`config.mk`:
```
export PLATFORM = sky130hd
export DESIGN_NAME = datetime2_day_count_to_civil
export DESIGN_NICKNAME = d
export VERILOG_FILES = /design/src/rtl/dcc_pkg.sv /design/src/rtl/datetime2_day_count_to_civil.sv /design/src/rtl/dcc_date.sv /design/src/rtl/dcc_time.sv
export SDC_FILE = /design/constraint.sdc
export NUM_CORES = 1
export LEC_CHECK = 0
export ABC_AREA = 1
export BUFFER_PORTS_ARGS = -buffer_cell sky130_fd_sc_hd__buf_4
export CAP_MARGIN = 40
export CORE_ASPECT_RATIO = 0.8
export CORE_MARGIN = 2
export CORE_UTILIZATION = 40
export DETAILED_ROUTE_END_ITERATION = 10
export PLACE_DENSITY = 0.61
export SETUP_SLACK_MARGIN = 0.5
export SLEW_MARGIN = 40
export SYNTH_ARGS = -nofsm -noshare
export SYNTH_HDL_FRONTEND = slang
export SYNTH_SLANG_ARGS = --single-unit
```
`constraint.sdc`:
```
create_clock -name i_clk -period 12.1 [get_ports i_clk]
set_clock_uncertainty 0.05 [all_clocks]
set_input_delay 0.605 -clock i_clk [delete_from_list [all_inputs] [get_ports i_clk]]
set_output_delay 0.605 -clock i_clk [all_outputs]
set_load 0.01 [all_outputs]
```
`src/rtl/dcc_pkg.sv`:
```
// shared constants, types and the month table for the day count decoder
package dcc_pkg;

    localparam int N_STAGES = 8;

    localparam int RAW_W   = 48;
    localparam int DAYS_W  = 24;
    localparam int SECS_W  = 24;
    localparam int YEAR_W  = 16;
    localparam int MONTH_W = 4;
    localparam int DAY_W   = 5;
    localparam int HOUR_W  = 13;
    localparam int MIN_W   = 6;
    localparam int SEC_W   = 6;

    // calendar cycle lengths in days
    localparam logic [17:0] DAYS_400Y  = 18'd146097;
    localparam logic [15:0] DAYS_100Y  = 16'd36524;
    localparam logic [10:0] DAYS_4Y    = 11'd1461;
    localparam logic [8:0]  DAYS_1Y    = 9'd365;
    localparam int          QUADS_100Y = 24;

    // floor(2^24 / 146097), estimate is low by at most one
    localparam logic [6:0]  RECIP_400Y  = 7'd114;
    localparam int          RECIP_SHIFT = 24;

    localparam logic [11:0] SECS_HOUR  = 12'd3600;
    // floor(2^24 / 3600)
    localparam logic [12:0] RECIP_HOUR = 13'd4660;
    localparam logic [5:0]  SECS_MIN   = 6'd60;
    // floor(2^12 / 60)
    localparam logic [6:0]  RECIP_MIN  = 7'd68;
    localparam int          MIN_SHIFT  = 12;

    typedef logic [N_STAGES-1:0] t_stage_en;

    // day of year on which month m begins, zero based
    function automatic logic [8:0] month_start(input logic [3:0] m, input logic leap);
        logic [8:0] base;
        case (m)
            4'd1:    base = 9'd0;
            4'd2:    base = 9'd31;
            4'd3:    base = 9'd59;
            4'd4:    base = 9'd90;
            4'd5:    base = 9'd120;
            4'd6:    base = 9'd151;
            4'd7:    base = 9'd181;
            4'd8:    base = 9'd212;
            4'd9:    base = 9'd243;
            4'd10:   base = 9'd273;
            4'd11:   base = 9'd304;
            4'd12:   base = 9'd334;
            default: base = 9'd0;
        endcase
        if (leap && m >= 4'd3) begin
            base = base + 9'd1;
        end
        return base;
    endfunction

endpackage

```
`src/rtl/datetime2_day_count_to_civil.sv`:
```
// top level of the timestamp decoder: handshake, stage valids and the two datapaths
//
// Decodes one 48-bit timestamp per request: bits 23..0 seconds of day, bits 47..24
// days since 0001-01-01. Gives year, month, day of month, hour, minute and second.
// Input channel i_in_valid / o_in_ready with i_raw_value; output channel
// o_out_valid / i_out_ready with the six result ports. A request moves on a
// clock edge where valid and ready are both high.
// An accepted request reaches o_out_valid through the 8 register
// stages of the date path (400 year reciprocal divide, its correction, century,
// four year and year counts, then the month table); the time path is padded to match.
// Throughput is one request per cycle while i_out_ready is high. A stage that
// holds no request always loads, so bubbles close up while the output waits.
// When the receiver holds i_out_ready low, the last stage holds its result and
// the stages behind it fill; o_in_ready drops only once all 8 stages are full.
// Synchronous active-low reset clears every stage valid; datapath registers
// are not reset. The block keeps no state between requests.
module datetime2_day_count_to_civil (
    input  logic                         i_clk,
    input  logic                         i_rst_n,
    input  logic                         i_in_valid,
    output logic                         o_in_ready,
    input  logic [dcc_pkg::RAW_W-1:0]    i_raw_value,
    output logic                         o_out_valid,
    input  logic                         i_out_ready,
    output logic [dcc_pkg::YEAR_W-1:0]   o_year,
    output logic [dcc_pkg::MONTH_W-1:0]  o_month,
    output logic [dcc_pkg::DAY_W-1:0]    o_day_of_month,
    output logic [dcc_pkg::HOUR_W-1:0]   o_hour,
    output logic [dcc_pkg::MIN_W-1:0]    o_minute,
    output logic [dcc_pkg::SEC_W-1:0]    o_second
);
    import dcc_pkg::*;

    t_stage_en n_en;
    logic [N_STAGES-1:0] r_vld;

    // a stage loads when it is empty or its contents move on
    always_comb begin
        n_en[N_STAGES-1] = !r_vld[N_STAGES-1] || i_out_ready;
        for (int k = N_STAGES - 2; k >= 0; k--) begin
            n_en[k] = !r_vld[k] || n_en[k+1];
        end
    end

    always_ff @(posedge i_clk) begin
        if (!i_rst_n) begin
            r_vld <= '0;
        end else begin
            if (n_en[0]) begin
                r_vld[0] <= i_in_valid;
            end
            for (int k = 1; k < N_STAGES; k++) begin
                if (n_en[k]) begin
                    r_vld[k] <= r_vld[k-1];
                end
            end
        end
    end

    assign o_in_ready  = n_en[0];
    assign o_out_valid = r_vld[N_STAGES-1];

    dcc_date u_date (
        .i_clk   (i_clk),
        .i_en    (n_en),
        .i_days  (i_raw_value[SECS_W +: DAYS_W]),
        .o_year  (o_year),
        .o_month (o_month),
        .o_day   (o_day_of_month)
    );

    dcc_time u_time (
        .i_clk    (i_clk),
        .i_en     (n_en),
        .i_secs   (i_raw_value[SECS_W-1:0]),
        .o_hour   (o_hour),
        .o_minute (o_minute),
        .o_second (o_second)
    );

endmodule

```
`src/rtl/dcc_date.sv`:
```
// eight stage pipeline from day count to year, month and day
module dcc_date (
    input  logic                         i_clk,
    input  dcc_pkg::t_stage_en           i_en,
    input  logic [dcc_pkg::DAYS_W-1:0]   i_days,
    output logic [dcc_pkg::YEAR_W-1:0]   o_year,
    output logic [dcc_pkg::MONTH_W-1:0]  o_month,
    output logic [dcc_pkg::DAY_W-1:0]    o_day
);
    import dcc_pkg::*;

    // stage 0: reciprocal estimate of the 400 year count
    logic [30:0] n_s0_prod;
    logic [DAYS_W-1:0] r_s0_days;
    logic [6:0] r_s0_q;

    assign n_s0_prod = 31'(i_days) * 31'(RECIP_400Y);

    always_ff @(posedge i_clk) begin
        if (i_en[0]) begin
            r_s0_days <= i_days;
            r_s0_q    <= n_s0_prod[RECIP_SHIFT+6:RECIP_SHIFT];
        end
    end

    // stage 1: remainder of the estimate, below twice the days of 400 years
    logic [24:0] n_s1_rem;
    logic [18:0] r_s1_rem;
    logic [6:0]  r_s1_q;

    assign n_s1_rem = 25'(r_s0_days) - 25'(r_s0_q) * 25'(DAYS_400Y);

    always_ff @(posedge i_clk) begin
        if (i_en[1]) begin
            r_s1_rem <= n_s1_rem[18:0];
            r_s1_q   <= r_s0_q;
        end
    end

    // stage 2: correct the estimate
    logic        n_s2_fix;
    logic [6:0]  n_s2_q;
    logic [18:0] n_s2_rem;
    logic [17:0] r_s2_rem;
    logic [YEAR_W-1:0] r_s2_year;

    assign n_s2_fix = r_s1_rem >= 19'(DAYS_400Y);
    assign n_s2_q   = r_s1_q + 7'(n_s2_fix);
    assign n_s2_rem = n_s2_fix ? r_s1_rem - 19'(DAYS_400Y) : r_s1_rem;

    always_ff @(posedge i_clk) begin
        if (i_en[2]) begin
            r_s2_rem  <= n_s2_rem[17:0];
            r_s2_year <= 16'd1 + 16'(n_s2_q) * 16'd400;
        end
    end

    // stage 3: century count, clamped to three
    logic [1:0]  n_s3_q;
    logic [17:0] n_s3_rem;
    logic [15:0] r_s3_rem;
    logic [YEAR_W-1:0] r_s3_year;
    logic        r_s3_cent3;

    assign n_s3_q = 2'(r_s2_rem >= 18'(1 * int'(DAYS_100Y)))
                  + 2'(r_s2_rem >= 18'(2 * int'(DAYS_100Y)))
                  + 2'(r_s2_rem >= 18'(3 * int'(DAYS_100Y)));
    assign n_s3_rem = r_s2_rem - 18'(n_s3_q) * 18'(DAYS_100Y);

    always_ff @(posedge i_clk) begin
        if (i_en[3]) begin
            r_s3_rem   <= n_s3_rem[15:0];
            r_s3_year  <= r_s2_year + 16'(n_s3_q) * 16'd100;
            r_s3_cent3 <= n_s3_q == 2'd3;
        end
    end

    // stage 4: four year count by parallel compares
    logic [4:0]  n_s4_q;
    logic [4:0]  r_s4_q;
    logic [15:0] r_s4_rem;
    logic [YEAR_W-1:0] r_s4_year;
    logic        r_s4_cent3;

    always_comb begin
        n_s4_q = 5'd0;
        for (int k = 1; k <= QUADS_100Y; k++) begin
            n_s4_q = n_s4_q + 5'(r_s3_rem >= 16'(k * int'(DAYS_4Y)));
        end
    end

    always_ff @(posedge i_clk) begin
        if (i_en[4]) begin
            r_s4_q     <= n_s4_q;
            r_s4_rem   <= r_s3_rem;
            r_s4_year  <= r_s3_year;
            r_s4_cent3 <= r_s3_cent3;
        end
    end

    // stage 5: remainder within the four year cycle
    logic [15:0] n_s5_rem;
    logic [10:0] r_s5_rem;
    logic [YEAR_W-1:0] r_s5_year;
    logic        r_s5_lp;

    assign n_s5_rem = r_s4_rem - 16'(r_s4_q) * 16'(DAYS_4Y);

    always_ff @(posedge i_clk) begin
        if (i_en[5]) begin
            r_s5_rem  <= n_s5_rem[10:0];
            r_s5_year <= r_s4_year + 16'(r_s4_q) * 16'd4;
            // century years leap only at the end of a 400 year cycle
            r_s5_lp   <= (r_s4_q != 5'(QUADS_100Y)) || r_s4_cent3;
        end
    end

    // stage 6: year count, clamped to three, and the leap flag
    logic [1:0]  n_s6_q;
    logic [10:0] n_s6_rem;
    logic [8:0]  r_s6_rem;
    logic [YEAR_W-1:0] r_s6_year;
    logic        r_s6_leap;

    assign n_s6_q = 2'(r_s5_rem >= 11'(1 * int'(DAYS_1Y)))
                  + 2'(r_s5_rem >= 11'(2 * int'(DAYS_1Y)))
                  + 2'(r_s5_rem >= 11'(3 * int'(DAYS_1Y)));
    assign n_s6_rem = r_s5_rem - 11'(n_s6_q) * 11'(DAYS_1Y);

    always_ff @(posedge i_clk) begin
        if (i_en[6]) begin
            r_s6_rem  <= n_s6_rem[8:0];
            r_s6_year <= r_s5_year + 16'(n_s6_q);
            r_s6_leap <= (n_s6_q == 2'd3) && r_s5_lp;
        end
    end

    // stage 7: month from the table of month starts
    logic [MONTH_W-1:0] n_month;
    logic [8:0]         n_day_ofs;
    logic [YEAR_W-1:0]  r_s7_year;
    logic [MONTH_W-1:0] r_s7_month;
    logic [DAY_W-1:0]   r_s7_day;

    always_comb begin
        n_month = 4'd1;
        for (int m = 2; m <= 12; m++) begin
            if (r_s6_rem >= month_start(4'(m), r_s6_leap)) begin
                n_month = n_month + 4'd1;
            end
        end
        n_day_ofs = r_s6_rem - month_start(n_month, r_s6_leap) + 9'd1;
    end

    always_ff @(posedge i_clk) begin
        if (i_en[7]) begin
            r_s7_year  <= r_s6_year;
            r_s7_month <= n_month;
            r_s7_day   <= n_day_ofs[DAY_W-1:0];
        end
    end

    assign o_year  = r_s7_year;
    assign o_month = r_s7_month;
    assign o_day   = r_s7_day;

endmodule

```
`src/rtl/dcc_time.sv`:
```
// eight stage pipeline from seconds of day to hour, minute and second
module dcc_time (
    input  logic                        i_clk,
    input  dcc_pkg::t_stage_en          i_en,
    input  logic [dcc_pkg::SECS_W-1:0]  i_secs,
    output logic [dcc_pkg::HOUR_W-1:0]  o_hour,
    output logic [dcc_pkg::MIN_W-1:0]   o_minute,
    output logic [dcc_pkg::SEC_W-1:0]   o_second
);
    import dcc_pkg::*;

    // stage 0: reciprocal estimate of the hour
    logic [36:0] n_t0_prod;
    logic [SECS_W-1:0] r_t0_secs;
    logic [HOUR_W-1:0] r_t0_q;

    assign n_t0_prod = 37'(i_secs) * 37'(RECIP_HOUR);

    always_ff @(posedge i_clk) begin
        if (i_en[0]) begin
            r_t0_secs <= i_secs;
            r_t0_q    <= n_t0_prod[RECIP_SHIFT+HOUR_W-1:RECIP_SHIFT];
        end
    end

    // stage 1: remainder, below two hours
    logic [24:0] n_t1_rem;
    logic [12:0] r_t1_rem;
    logic [HOUR_W-1:0] r_t1_q;

    assign n_t1_rem = 25'(r_t0_secs) - 25'(r_t0_q) * 25'(SECS_HOUR);

    always_ff @(posedge i_clk) begin
        if (i_en[1]) begin
            r_t1_rem <= n_t1_rem[12:0];
            r_t1_q   <= r_t0_q;
        end
    end

    // stage 2: correct the hour
    logic        n_t2_fix;
    logic [12:0] n_t2_rem;
    logic [11:0] r_t2_rem;
    logic [HOUR_W-1:0] r_t2_hour;

    assign n_t2_fix = r_t1_rem >= 13'(SECS_HOUR);
    assign n_t2_rem = n_t2_fix ? r_t1_rem - 13'(SECS_HOUR) : r_t1_rem;

    always_ff @(posedge i_clk) begin
        if (i_en[2]) begin
            r_t2_rem  <= n_t2_rem[11:0];
            r_t2_hour <= r_t1_q + 13'(n_t2_fix);
        end
    end

    // stage 3: reciprocal estimate of the minute
    logic [18:0] n_t3_prod;
    logic [11:0] r_t3_rem;
    logic [MIN_W-1:0] r_t3_q;
    logic [HOUR_W-1:0] r_t3_hour;

    assign n_t3_prod = 19'(r_t2_rem) * 19'(RECIP_MIN);

    always_ff @(posedge i_clk) begin
        if (i_en[3]) begin
            r_t3_rem  <= r_t2_rem;
            r_t3_q    <= n_t3_prod[MIN_SHIFT+MIN_W-1:MIN_SHIFT];
            r_t3_hour <= r_t2_hour;
        end
    end

    // stage 4: remainder, below two minutes
    logic [11:0] n_t4_rem;
    logic [6:0]  r_t4_rem;
    logic [MIN_W-1:0] r_t4_q;
    logic [HOUR_W-1:0] r_t4_hour;

    assign n_t4_rem = r_t3_rem - 12'(r_t3_q) * 12'(SECS_MIN);

    always_ff @(posedge i_clk) begin
        if (i_en[4]) begin
            r_t4_rem  <= n_t4_rem[6:0];
            r_t4_q    <= r_t3_q;
            r_t4_hour <= r_t3_hour;
        end
    end

    // stage 5: correct the minute
    logic       n_t5_fix;
    logic [6:0] n_t5_sec;
    logic [HOUR_W-1:0] r_t5_hour;
    logic [MIN_W-1:0]  r_t5_min;
    logic [SEC_W-1:0]  r_t5_sec;

    assign n_t5_fix = r_t4_rem >= 7'(SECS_MIN);
    assign n_t5_sec = n_t5_fix ? r_t4_rem - 7'(SECS_MIN) : r_t4_rem;

    always_ff @(posedge i_clk) begin
        if (i_en[5]) begin
            r_t5_hour <= r_t4_hour;
            r_t5_min  <= r_t4_q + 6'(n_t5_fix);
            r_t5_sec  <= n_t5_sec[SEC_W-1:0];
        end
    end

    // stages 6 and 7: align with the date pipeline
    logic [HOUR_W-1:0] r_t6_hour, r_t7_hour;
    logic [MIN_W-1:0]  r_t6_min, r_t7_min;
    logic [SEC_W-1:0]  r_t6_sec, r_t7_sec;

    always_ff @(posedge i_clk) begin
        if (i_en[6]) begin
            r_t6_hour <= r_t5_hour;
            r_t6_min  <= r_t5_min;
            r_t6_sec  <= r_t5_sec;
        end
        if (i_en[7]) begin
            r_t7_hour <= r_t6_hour;
            r_t7_min  <= r_t6_min;
            r_t7_sec  <= r_t6_sec;
        end
    end

    assign o_hour   = r_t7_hour;
    assign o_minute = r_t7_min;
    assign o_second = r_t7_sec;

endmodule
```
---- Word level (Yosys, flattened, before mapping) ----
Memory sizes are Yosys's and may differ from the RTL's.
Index checks and enable logic that the tools add are counted.
operators by class
  mux-type cells .......................... 25
  $lt $le $gt $ge ......................... 45
  $mul .................................... 11
  equal/unequal tests ..................... 3
  $add $sub $neg .......................... 56
  reductions and logical operators ........ 19
operators with widths
  kind                    number
  $ge 16x15->1 const B    11
  $add 5x1->5             22
  $ge 16x14->1 const B    6
  $ge 16x13->1 const B    3
  $mux 4                  11
  $add 4x1->4 const B     9
  $ge 18x17->1 const B    2
  $ge 9x8->1              4
  $mul 24x11->35 const B  1
  $ge 16x16->1 const B    2
  $mul 24x6->30 const B   1
  $ge 9x9->1              3
  $ge 19x18->1 const B    1
  $mul 7x18->19 const B   1
  $sub 19x19->19          1
  $ge 18x16->1 const B    1
  $ge 9x7->1              2
  $mux 18                 1
  $sub 18x18->18 const B  1
  $add 1x16->16 const A   1
  $add 16x2->16           1
  $add 16x7->16           1
  $add 16x9->16           1
  $ge 16x11->1 const B    1
  43 further kinds        71
word-level totals
  ROM bits ................................ 144
  output and inout bits ................... 52
  memories ................................ 1
  register bits ........................... 443
  word-level logic and storage cells ...... 211
memory list
  memory           words  width  rd ports  clocked after Yosys merged registers in  wr ports  RTL line       source
  (no name shown)  16     9      1         0                                        0         dcc_pkg.sv:40  case (m)

---- Depth between registers and ports, before layout ----
Gate-level depths: netlist of the first run.
  word-level depth ........................ 27
  mapped depth ............................ 54
  depth with buffers taken out ............ 54

---- Hierarchy ----
From an unflattened synthesis of the first run, not the netlist that was laid out.
second synthesis, totals
  cell total of the unflattened synthesis .. 3047
  area total of the unflattened synthesis .. 31641.6 um^2
by module, submodules not included
  module                        area each (um^2)  sequential area each (um^2)  cells each  instances
  dcc_date                      18345.1           6636.4                       1834        1
  dcc_time                      12972.4           6125.9                       1177        1
  datetime2_day_count_to_civil  324.1             160.2                        36          1

---- Least setup slack after synthesis of the first run ----
OpenSTA, ideal clock, no wires.
  path kind ............................... input to output
  start ................................... input i_out_ready
  end ..................................... output o_in_ready
  arrival time ............................ 9168 ps
  slack ................................... 2277 ps
  buffers on the path ..................... 0
  cell stages on the path ................. 14
  path through ............................ nor2_1 inv_1 nor2_1 inv_1 nor2_1 inv_1 nor2_1 inv_1 nor2_1 inv_1 nor2_1 inv_1 nor2_1 nand2_1
between the ends
  cells in the longest elaborated chain, start to end .. 8
RTL lines
  what                            RTL line                            source
  start: declaration              datetime2_day_count_to_civil.sv:24  input logic i_out_ready,
  $logic_or 1x1->1                datetime2_day_count_to_civil.sv:39  n_en[N_STAGES-1] = !r_vld[N_STAGES-1] || i_out_ready;
  named net n_en[7]               datetime2_day_count_to_civil.sv:34  t_stage_en n_en;
  $logic_or 1x1->1                datetime2_day_count_to_civil.sv:41  n_en[k] = !r_vld[k] || n_en[k+1];
  named net n_en[6]               datetime2_day_count_to_civil.sv:34
  $logic_or 1x1->1                datetime2_day_count_to_civil.sv:41
  named net n_en[5]               datetime2_day_count_to_civil.sv:34
  $logic_or 1x1->1                datetime2_day_count_to_civil.sv:41
  named net n_en[4]               datetime2_day_count_to_civil.sv:34
  $logic_or 1x1->1                datetime2_day_count_to_civil.sv:41
  named net n_en[3]               datetime2_day_count_to_civil.sv:34
  $logic_or 1x1->1                datetime2_day_count_to_civil.sv:41
  named net n_en[2]               datetime2_day_count_to_civil.sv:34
  $logic_or 1x1->1 (2 in series)  datetime2_day_count_to_civil.sv:41
  end: declaration                datetime2_day_count_to_civil.sv:21  output logic o_in_ready,
The timed path passes the listed nets, and every way through them passes these cells.

---- Final worst setup path of the first run ----
  start ................................... register u_date.r_s6_leap
  end ..................................... register u_date.r_s7_day[4], in the netlist u_date.o_day[4] (data pin)
between the ends
  cells in the longest elaborated chain, start to end .. 26
RTL lines
  what                                                     RTL line                      source
  start: declaration                                       dcc_date.sv:123               logic r_s6_leap;
  start signal: assignment                                 dcc_date.sv:134               r_s6_leap <= (n_s6_q == 2'd3) && r_s5_lp;
  $mux 3                                                   dcc_pkg.sv:55                 if (leap && m >= 4'd3) begin
  $ge 9x6->1                                               dcc_date.sv:148               if (r_s6_rem >= month_start(4'(m), r_s6_leap)) begin
  $mux 4                                                   dcc_date.sv:148
  $add 4x1->4                                              dcc_date.sv:149               n_month = n_month + 4'd1;
  $mux 4                                                   dcc_date.sv:148
  $add 4x1->4                                              dcc_date.sv:149
  $mux 4                                                   dcc_date.sv:148
  $add 4x1->4                                              dcc_date.sv:149
  [11 not listed]                                          n/a
  $add 4x1->4                                              dcc_date.sv:149
  $mux 4                                                   dcc_date.sv:148
  $mem_v2 16x9 / $ge 4x2->1 (equally long branches)        n/a
  $add 5x1->5 / $logic_and 1x1->1 (equally long branches)  dcc_pkg.sv:56, dcc_pkg.sv:55
  $mux 5 *                                                 dcc_pkg.sv:55
  $sub 5x5->5 *                                            dcc_date.sv:152               n_day_ofs = r_s6_rem - month_start(n_month, r_s6_leap) + 9'd1;
  $add 5x1->5 *                                            dcc_date.sv:152
  named net u_date.n_day_ofs[4]                            dcc_date.sv:140               logic [8:0] n_day_ofs;
  end signal: assignment                                   dcc_date.sv:159               r_s7_day <= n_day_ofs[DAY_W-1:0];
  end: declaration                                         dcc_date.sv:143               logic [DAY_W-1:0] r_s7_day;
Mark *: on every way through the listed nets, which the timed path passes. The rest lies on a longest branch.
A chain may end at the register's enable or synchronous reset.

==> results of run 1 <==
-- per-layer routing --
| metal | wire [µm] | vias up | GRT usage (%) |
|---|---|---|---|
| met4 | 1340 | 0 | 4.19 |
| met1 | 26600 | 9023 | 19.5 |
| met3 | 1890 | 94 | 2.12 |
| met2 | 27100 | 326 | 25.3 |
| li1 | - | 9625 | - |
| met5 | 0 | - | 0 |
-- cell type report --
| type | count | share of cell area, % |
|---|---|---|
| Clock buffer | 57 | 3.69 |
| Clock inverter | 28 | 0.980 |
| Inverter | 439 | 4.84 |
| Multi-Input combinational cell | 1854 | 46.4 |
| Sequential cell | 433 | 37.9 |
| Tap cell | 1012 | 3.72 |
| Timing Repair Buffer | 110 | 2.42 |
-- final timing paths --
kind,startpoint,endpoint,cells past startpoint
setup / recovery,u_date.r_s6_leap,u_date.o_day[4],49
hold / removal,i_raw_value[24],u_date.r_s0_days[0],1
setup reg to reg,u_date.r_s6_leap,u_date.o_day[4],49
hold reg to reg,u_time.r_t5_hour[10],u_time.r_t6_hour[10],0
-- kinds of logic after synthesis --
group / Yosys count
AO/OA/AOI/OAI: 314
buffers and inverters: 447
XOR/XNOR: 204
multiplexers: 1
flip-flops: 433
adder cells (fa/ha/maj): 606
AND/OR/NAND/NOR: 729
-- flip-flops by register name, summed over array words and instances, names as in the netlist, 16 cells and up --
name,count
u_date.r_s6_year,16
u_date.r_s1_rem,19
u_date.o_year,16
u_date.r_s3_rem,16
u_date.r_s0_days,19
u_date.r_s2_rem,18
-- cell usage in the layout (no fill, tap or decap), types with 28 or more instances in the layout --
cell,Yosys,layout
buf_4,0,110
nor2_1,145,145
xnor2_1,60,60
nor3_1,28,28
inv_1,426,419
clkbuf_16,0,49
nand2_1,332,331
o21ai_0,79,79
xor2_1,144,144
nand3_1,123,123
a21oi_1,148,148
fa_1,180,180
ha_1,426,426
edfxtp_1,425,425
-- through the flow --
step	setup WS (ps)	cell area, µm²
CTS	3310	34100
finish	3240	34100
global route	2410	34100
detailed placement	3330	32500
floorplan	2280	30400
global placement	3630	32500
==> summary.md, run 1 <==
| Metric | Value |
|---|---|
| Number of cell rows | `90` |
| Crit-path max cell delay | `570 ps` |
| Register area share after synthesis | `42.5%` |
| Mux contribution to synthesized area | `0.0370%` |
| CTS-repair resized insts | `0` |
| Initial antenna violation count | `0` |
| Crit path buffers/inverters | `6` |
| Post-route minimum period | `8860 ps` |
| Routed wire per std cell | `14.5 µm` |
| CP max FO | `6` |
| R2R setup slack | `3240 ps` |
| Fin. max-slew vios | `0` |
| Placer Congestion | `0.921` |
| Largest net degree at the start of global routing | `60` |
| Ports | `104` |
| Core area | `75300 µm²` |
| Critical path class | `register to register` |
| Total track usage | `14.8%` |
| CTS Buf Count | `48` |
| Startpoint types | `register` |
| Synth unique cells | `53` |
| Compound-gate portion of the synthesized area | `5.86%` |
| Leading area contributor after synthesis | `edfxtp_1` |
| Slew HR | `50.8%` |
| Vias in the first global route | `19800` |
| Fin util | `45.2%` |
| Post-DP HPWL | `45700 µm` |
| Worst-path clk slew | `60 ps` |
| First-pass iteration count of the detailed router | `5` |
| Worst path required time | `12360 ps` |
| Fill cell count | `6878` |
| Final setup viols | `0` |
| P&R area growth vs syn | `12.0%` |
| Worst skew pair latency | `570 ps` |
| CTS tree | `done` |
| Area contributors post-synth | `edfxtp_1, ha_1, fa_1, inv_1, xor2_1` |
| Number of synthesized register bits | `433` |
| IO buf count | `103` |
| Initial core utilization | `40.4%` |
| Post-Synth XOR/XNOR Area | `5.87%` |
| Vias per cell | `4.85` |
| Slew of the pin with the lowest slew margin | `738 ps` |
| Max Freq | `113 MHz` |
| CTS Sinks | `433` |
| Worst setup EP type | `register` |
| DRT Wirelength | `56900 µm` |
| CTS Root Cell | `clkbuf_16` |
| Hold Vio Cnt, Final | `0` |
| Top FF cell, synth | `edfxtp_1` |
| Final ANT Viol Nets | `0` |
| Cells after synthesis | `2734` |
| First-pass GRT wire length | `95900 µm` |
| Antenna diodes | `0` |
| Largest delay share family, worst path | `adder cells` |
| Multi-input gate area | `15800 µm²` |
| Post-Syn Nets | `3392` |
| Main combinational cell family by area after synthesis | `adder cells` |
| Syn avg cell area | `11.1 µm²` |
| Setup_tns | `0 ps` |
| Hold Path Class | `input port to register` |
| Die Y | `251 µm` |
| DRC errors left | `0` |
| Nets | `3544` |
| Final Cycle Share | `73.2%` |
| Die area | `78300 µm²` |
| DRT iter0 DRCs | `888` |
| Die W | `312 µm` |
| GRT Residual Overflow | `0` |
| Max Root-Sink Buffers | `3` |
| Post-placement cell count | `3848` |
| Max capacitance violation total | `0` |
| Share of cells above drive strength 1 | `8.80%` |
| Synth Area in Simple Gates | `10.9%` |
| Routed via count | `19100` |
| Number of flops mapped to enable cells by yosys | `425` |
| Finished Layout Cells | `3933` |
| Synth top cells by count | `ha_1, inv_1, edfxtp_1` |
| Worst hold slack | `222 ps` |
| Hold buffers post-CTS | `0` |
| Async SR Flop Fraction | `0%` |
| Area of the mapped netlist | `30400 µm²` |
| Htree depth | `2` |
| Sequential Area | `12900 µm²` |
| RSZ-0062 raised after global routing | `false` |
| Status | `finished, final reports clean` |
| Crit path DAT | `9120 ps` |
| Most used cell along the critical path | `nand2_1` |
| Slowest cell on crit path | `fa_1` |
| Post-CTS setup buffers | `0` |
| Syn. warnings | `0` |
| Synth Area in Adders | `29.4%` |
| Post-synth top area share | `42.0%` |
Power of run 1 is left out: the tool's default activity adds up to more than one toggle a clock period on the data nets, which glitch-free logic cannot reach.
==> run 2: changes to the inputs <==
ABC_AREA = 0   (was 1)
clock period = 9 ns   (was 12.1 ns; I/O delays follow)
==> run 2 against run 1 <==
  * Maximum frequency increased by 2.7%
  * Cell area increased by 1.4%
  * Global-route usage decreased by 0.17 points
  * Routed wire length decreased by 1.3%
==> summary.md, run 2 <==
| Metric | Value |
|---|---|
| Share of cells above drive strength 1 | `13.5% (+4.7 points)` |
| Hold Crit Depth | `3 (+2)` |
| Critical path class | `register to register` |
| Final ANT Viol Nets | `0 (unchanged)` |
| GRT Residual Overflow | `0 (unchanged)` |
| Top FF cell, synth | `edfxtp_1` |
| Leading area contributor after synthesis | `edfxtp_1` |
| RSZ-0062 raised after global routing | `true` |
| Crit-path max cell delay | `480 ps (-90 ps)` |
| Routed via count | `18100 (-5.2%)` |
| Core area | `75000 µm² (-0.45%)` |
| Synth top cells by count | `ha_1, edfxtp_1, inv_1` |
| Most common cell after layout, fill and taps aside | `edfxtp_1` |
| DRT Wirelength | `56100 µm (-1.3%)` |
| Max capacitance violation total | `0 (unchanged)` |
| Vias per cell | `4.95 (+2.2%)` |
| Worst hold slack | `45.6 ps (-176 ps)` |
| Most numerous cell in the Yosys netlist | `ha_1` |
| Slowest cell on crit path | `fa_2` |
| CTS Buf Count | `47 (-2.1%)` |
| Area contributors post-synth | `edfxtp_1, ha_1, fa_1, xnor2_1, inv_1` |
| R2R setup slack | `370 ps (-2870 ps)` |
| IO buf count | `103 (unchanged)` |
| Initial core utilization | `40.2% (-0.16 points)` |
| Worst skew pair latency | `580 ps (about the same)` |
| Vias in the first global route | `18800 (-4.8%)` |
| Ports | `104 (unchanged)` |
| CTS Sinks | `433 (unchanged)` |
| Post-DP HPWL | `42700 µm (-6.5%)` |
| DRC errors left | `0 (unchanged)` |
| CTS tree | `done` |
| Placer Congestion | `0.859 (-6.7%)` |
| Largest net degree at the start of global routing | `58 (-3.3%)` |
| Routed wire per std cell | `15.4 µm (+6.4%)` |
| Synth unique cells | `100 (+89%)` |
| Cells after synthesis | `2422 (-11%)` |
| Syn. warnings | `0 (unchanged)` |
| P&R area growth vs syn | `14.6%` |
| Antenna diodes | `0 (unchanged)` |
| Commonest cells after routing, fill and taps aside | `edfxtp_1, ha_1, inv_1` |
| Htree depth | `2 (unchanged)` |
| Worst Hold Endpoint | `r_vld[0]` |
| Worst setup EP type | `register` |
| First-pass GRT wire length | `93900 µm (-2.1%)` |
| Final setup viols | `0 (unchanged)` |
| Max Freq | `116 MHz (+2.7%)` |
| Hold Path Class | `input port to register` |
| Post-route minimum period | `8630 ps (-232 ps)` |
| Nets | `3254 (-8.2%)` |
| Async SR Flop Fraction | `0% (unchanged)` |
| Post-synth top area share | `42.3% (+0.36 points)` |
| Pre-CTS setup slack | `-183 ps (-3510 ps)` |
| Final Cycle Share | `95.9% (+23 points)` |
| Fin. max-slew vios | `0 (unchanged)` |
| DRT iter0 DRCs | `785 (-12%)` |
| Number of synthesized register bits | `433 (unchanged)` |
| Max Root-Sink Buffers | `3 (unchanged)` |
| Reg2reg path depth | `36 (-27%)` |
| Worst-path clk slew | `60 ps (about the same)` |
| Post-Syn Nets | `3080 (-9.2%)` |
| Initial antenna violation count | `1 (+1)` |
| Total track usage | `14.6% (-0.17 points)` |
| Most used cell along the critical path | `ha_4` |
| First-pass iteration count of the detailed router | `7 (+2)` |
| CTS Root Cell | `clkbuf_16` |
| Status | `finished, final reports clean` |
| CP max FO | `9 (+3)` |
| Crit path DAT | `8910 ps (-210 ps)` |
| R2R Path End | `u_date.o_day[4]` |
| Fin util | `46.1% (+0.86 points)` |
| Slew HR | `45.2% (-5.5 points)` |
| Slew of the pin with the lowest slew margin | `801 ps (+62.5 ps)` |
| Die area | `77600 µm² (-0.84%)` |
| Syn avg cell area | `12.5 µm² (+12%)` |
| Area of the mapped netlist | `30200 µm² (-0.85%)` |
| Hold Vio Cnt, Final | `0 (unchanged)` |
| Launching point of the worst reg2reg path | `u_date.r_s6_leap` |
| Register area share after synthesis | `42.8% (+0.36 points)` |
| Die W | `311 µm (-0.42%)` |
| Number of cell rows | `90 (unchanged)` |
| Regs by FF count | `u_date.r_s0_days (19), u_date.r_s1_rem (19), u_date.r_s2_rem (18)` |
| Die Y | `250 µm (-0.42%)` |
| Worst path required time | `9280 ps (-3080 ps)` |
| Startpoint types | `register` |
| Setup WS post-layout | `371 ps (-2870 ps)` |
| Hold path start | `i_in_valid` |
| Number of flops mapped to enable cells by yosys | `425 (unchanged)` |
-- run 2: cell count changes in the layout (fill, tap and decap cells not counted), moves of 27 or more --
cell	previous run	this run
buf_4	110	159
nand2_1	331	112
a21oi_1	148	93
xnor2_1	60	140
nor2b_1	0	27
xor2_1	144	63
a21o_1	4	51
nand3_1	123	47
nor2_1	145	97
inv_1	419	260
-- run 2: layer usage --
| layer | share of wire [%] | GRT usage, % |
|---|---|---|
| met5 | 0 | 0 |
| met4 | 2.0 | 4.18 |
| met3 | 3.3 | 1.99 |
| met2 | 48 | 24.9 |
| met1 | 47 | 19.4 |
-- run 2: cell type report --
type	count	area [µm²]
fillers	6767	40400
repair buffers	161	1220
multi-input cells	1681	16500
flip-flops and latches	433	12900
clock buffers	51	1190
well taps	1012	1270
inverters	272	1040
clock inverters	37	463
-- run 2: what timing repair did --
action	in CTS	in global routing
pin swaps	37	30
hold buffers	0	0
resized for setup	31	16
setup endpoints to repair	3	3
buffers inserted	25	12
-- run 2: how the worst max path moves through the flow --
stage | from | end | slack (ps) | cells past startpoint
2_1_floorplan | u_date.r_s6_leap | u_date.o_day[4] | 500 | 40
3_3_place_gp | u_date.r_s6_leap | u_date.o_day[4] | 40 | 42
3_5_place_dp | u_date.r_s6_leap | u_date.o_day[4] | -180 | 42
4_1_cts | u_date.r_s6_leap | u_date.o_day[4] | 220 | 43
5_1_grt | u_date.r_s6_leap | u_date.o_day[4] | -30 | 41
6_report | u_date.r_s6_leap | u_date.o_day[4] | 370 | 36
-- run 2: critical path, delay by kind of cell, from the launching register on --
family / cells / cell delay, ps
fa+ha+maj: 9 / 2640
compound gates: 12 / 2610
simple gates: 6 / 1070
mux: 2 / 590
xor+xnor: 4 / 510
flops: 1 / 460
buf+inv: 3 / 440
-- run 2: logic make-up (layout without fill, tap and decap cells) --
group,count (synthesis),count (layout),share of synthesized area [%]
AO/OA/AOI/OAI,392,392,8.91
XOR/XNOR,211,211,6.37
adder cells (fa/ha/maj),606,606,29.6
buffers and inverters,308,521,3.92
flip-flops,433,433,42.8
multiplexers,12,12,0.456
AND/OR/NAND/NOR,460,460,7.88
-- run 2: through the flow --
stage	setup TNS (ps)	cells	cell area [µm²]
finish	0	3647	34600
global route	-27.6	3647	34600
CTS	0	3635	34400
detailed placement	-183	3522	32400
global placement	0	3522	32400
floorplan	0	2422	30300
Power of run 2 is left out for the same reason.
==> run 3: changes to the inputs <==
CAP_MARGIN = unset   (was 40)
SYNTH_HIERARCHICAL = 1   (was unset)
clock period = 8.8 ns   (was 9 ns; I/O delays follow)
==> run 3 against run 2 <==
  * Die area about the same
  * Utilization decreased by 0.32 points
  * Worst setup slack improved by 290 ps
  * Clock-buffer cell count increased by 5
  * Worst hold slack improved by 3.3 ps
  * Maximum frequency increased by 6.1%
  * Non-clock buffer count decreased by 1
  * Critical endpoint is now u_date/o_day[4]
  * Largest cell class unchanged
==> summary.md, run 3 <==
| Metric | Value |
|---|---|
| Hold Crit Depth | `1 (-2)` |
| CP max FO | `5 (-4)` |
| Number of flops mapped to enable cells by yosys | `425 (unchanged)` |
| Post-DP HPWL | `42400 µm (-0.75%)` |
| Reg2reg path depth | `37 (+2.8%)` |
| Slowest cell on crit path | `fa_2` |
| Register area share after synthesis | `42.9% (about the same)` |
| CTS Root Cell | `clkbuf_16` |
| First-pass iteration count of the detailed router | `7 (unchanged)` |
| Leading area contributor after synthesis | `edfxtp_1` |
| Post-Syn Nets | `3117 (+1.2%)` |
| Synth top cells by count | `edfxtp_1, ha_1, inv_1` |
| Max Freq | `123 MHz (+6.1%)` |
| GRT Residual Overflow | `0 (unchanged)` |
| Area contributors post-synth | `edfxtp_1, ha_1, fa_1, xnor2_1, inv_1` |
| Most used cell along the critical path | `ha_4` |
| RSZ-0062 raised after global routing | `false` |
| Ports | `104 (unchanged)` |
| Worst-path clk slew | `60 ps (about the same)` |
| Regs by FF count | `u_date/r_s0_days (19), u_date/r_s1_rem (19), u_date/r_s2_rem (18)` |
| Worst skew pair latency | `620 ps (+40 ps)` |
| Routed wire per std cell | `15.1 µm (-1.6%)` |
| Post-route minimum period | `8140 ps (-493 ps)` |
| Crit path DAT | `8440 ps (-470 ps)` |
| Vias in the first global route | `18600 (-1.2%)` |
| Status | `finished, final reports clean` |
| Setup_tns | `0 ps (unchanged)` |
| Final Cycle Share | `92.5% (-3.4 points)` |
| Die Y | `250 µm (about the same)` |
| Placer Congestion | `0.821 (-4.5%)` |
| Number of cell rows | `90 (unchanged)` |
| Total track usage | `14.4% (-0.24 points)` |
| Max Root-Sink Buffers | `3 (unchanged)` |
| Most numerous cell in the Yosys netlist | `edfxtp_1` |
| Nets | `3293 (+1.2%)` |
| Area of the mapped netlist | `30100 µm² (about the same)` |
| Core area | `75000 µm² (unchanged)` |
| First-pass GRT wire length | `92400 µm (-1.6%)` |
| Slew HR | `46.0% (+0.82 points)` |
| Syn. warnings | `6 (+6)` |
| Crit-path max cell delay | `540 ps (+60 ps)` |
| Post-synth top area share | `42.3% (about the same)` |
| Cells after synthesis | `2463 (+1.7%)` |
| R2R Path End | `u_date/o_day[4]` |
| Hold path start | `i_raw_value[10]` |
| Critical path class | `register to register` |
| DRT Wirelength | `55800 µm (-0.52%)` |
| Synth unique cells | `94 (-6.0%)` |
| Initial antenna violation count | `0 (-1)` |
| Commonest cells after routing, fill and taps aside | `edfxtp_1, ha_1, inv_1` |
| CTS Sinks | `433 (unchanged)` |
| Initial core utilization | `40.2% (about the same)` |
| Syn avg cell area | `12.2 µm² (-1.7%)` |
| Htree depth | `2 (unchanged)` |
| Launching point of the worst reg2reg path | `u_date/r_s6_leap` |
| IO buf count | `103 (unchanged)` |
| Worst Hold Endpoint | `u_time/r_t0_secs[10]` |
| Number of synthesized register bits | `433 (unchanged)` |
| R2R setup slack | `660 ps (+290 ps)` |
| CTS tree | `done` |
| CTS Buf Count | `47 (unchanged)` |
| DRC errors left | `0 (unchanged)` |
| Die W | `311 µm (about the same)` |
| Largest net degree at the start of global routing | `59 (+1.7%)` |
| DRT iter0 DRCs | `874 (+11%)` |
| Hold Path Class | `input port to register` |
| Worst path required time | `9110 ps (-170 ps)` |
| Fin. max-slew vios | `0 (unchanged)` |
| Routed via count | `18100 (+0.32%)` |
| Fin util | `45.8% (-0.32 points)` |
| Final ANT Viol Nets | `0 (unchanged)` |
| Hold Vio Cnt, Final | `0 (unchanged)` |
| Slew of the pin with the lowest slew margin | `806 ps (+4.71 ps)` |
| Antenna diodes | `0 (unchanged)` |
| Max capacitance violation total | `0 (unchanged)` |
| Async SR Flop Fraction | `0% (unchanged)` |
| Share of cells above drive strength 1 | `12.5% (-1.0 points)` |
| Die area | `77600 µm² (about the same)` |
| Final setup viols | `0 (unchanged)` |
| P&R area growth vs syn | `13.9%` |
| Worst setup EP type | `register` |
| Top FF cell, synth | `edfxtp_1` |
| Vias per cell | `4.92 (-0.74%)` |
| Startpoint types | `register` |
| Most common cell after layout, fill and taps aside | `edfxtp_1` |
-- run 3: cell types whose count changed after synthesis, sizes merged, moves of 6 or more --
cell / delta
nand2: +6
clkbuf: -6
o21bai: +6
inv: +62
nor2: -7
a21o: -7
a21oi: +9
or3: -6
-- run 3: final cells by class --
type / count / area [µm²]
clock buffers: 56 / 1210
clock inverters: 28 / 297
fillers: 6799 / 40700
inverters: 334 / 1260
multi-input cells: 1663 / 16100
flip-flops and latches: 433 / 12900
well taps: 1012 / 1270
repair buffers: 160 / 1230
-- run 3: worst max path at each step --
stage / from / to / depth (start not counted)
floorplan: u_date/r_s6_leap / u_date/o_day[4] / 41
global placement: u_date/r_s6_rem[0] / u_date/o_day[4] / 41
detailed placement: u_date/r_s6_rem[0] / u_date/o_day[4] / 37
CTS: u_date/r_s6_leap / u_date/o_day[4] / 46
global route: u_date/r_s6_leap / u_date/o_day[4] / 37
finish: u_date/r_s6_leap / u_date/o_day[4] / 37
-- run 3: repair_timing --
item	CTS	global route
endpoints found under the setup margin	3	3
hold buffers	8	0
gates resized for setup	26	32
buffers inserted	10	25
endpoints found under the hold margin	8	0
pin swaps	10	33
-- run 3: logic make-up after synthesis --
family	share of synthesized area, %
fa+ha+maj	29.5
simple gates	7.46
flops	42.9
compound gates	8.50
buf+inv	4.67
xor+xnor	6.64
mux	0.378
-- run 3: per-stage QoR --
step / hold slack [ps] / setup slack (ps) / instances / instance area, µm²
finish: 49.0 / 664 / 3686 / 34300
global route: 16.5 / 350 / 3686 / 34300
CTS: 5.03 / 508 / 3661 / 34000
detailed placement: 355 / -15.8 / 3559 / 32200
global placement: 352 / 306 / 3559 / 32200
floorplan: 350 / 531 / 2463 / 30200
-- run 3: metal layers --
layer / part of all wire [%] / wire, µm / GRT usage (%) / vias to the layer above
li1: - / - / - / 9014
met1: 48 / 26700 / 19.8 / 8748
met2: 47 / 26400 / 23.9 / 282
met3: 3.0 / 1670 / 1.71 / 84
met4: 2.0 / 1130 / 4.07 / 0
met5: 0 / 0 / 0 / -
-- run 3: critical path, delay by kind of cell, from the launching register on --
family / cells / cell delay (ps)
compound gates: 12 / 2460
xor+xnor: 7 / 1370
fa+ha+maj: 8 / 2300
buf+inv: 6 / 640
flops: 1 / 410
mux: 2 / 360
simple gates: 2 / 280
Power of run 3 is left out for the same reason.
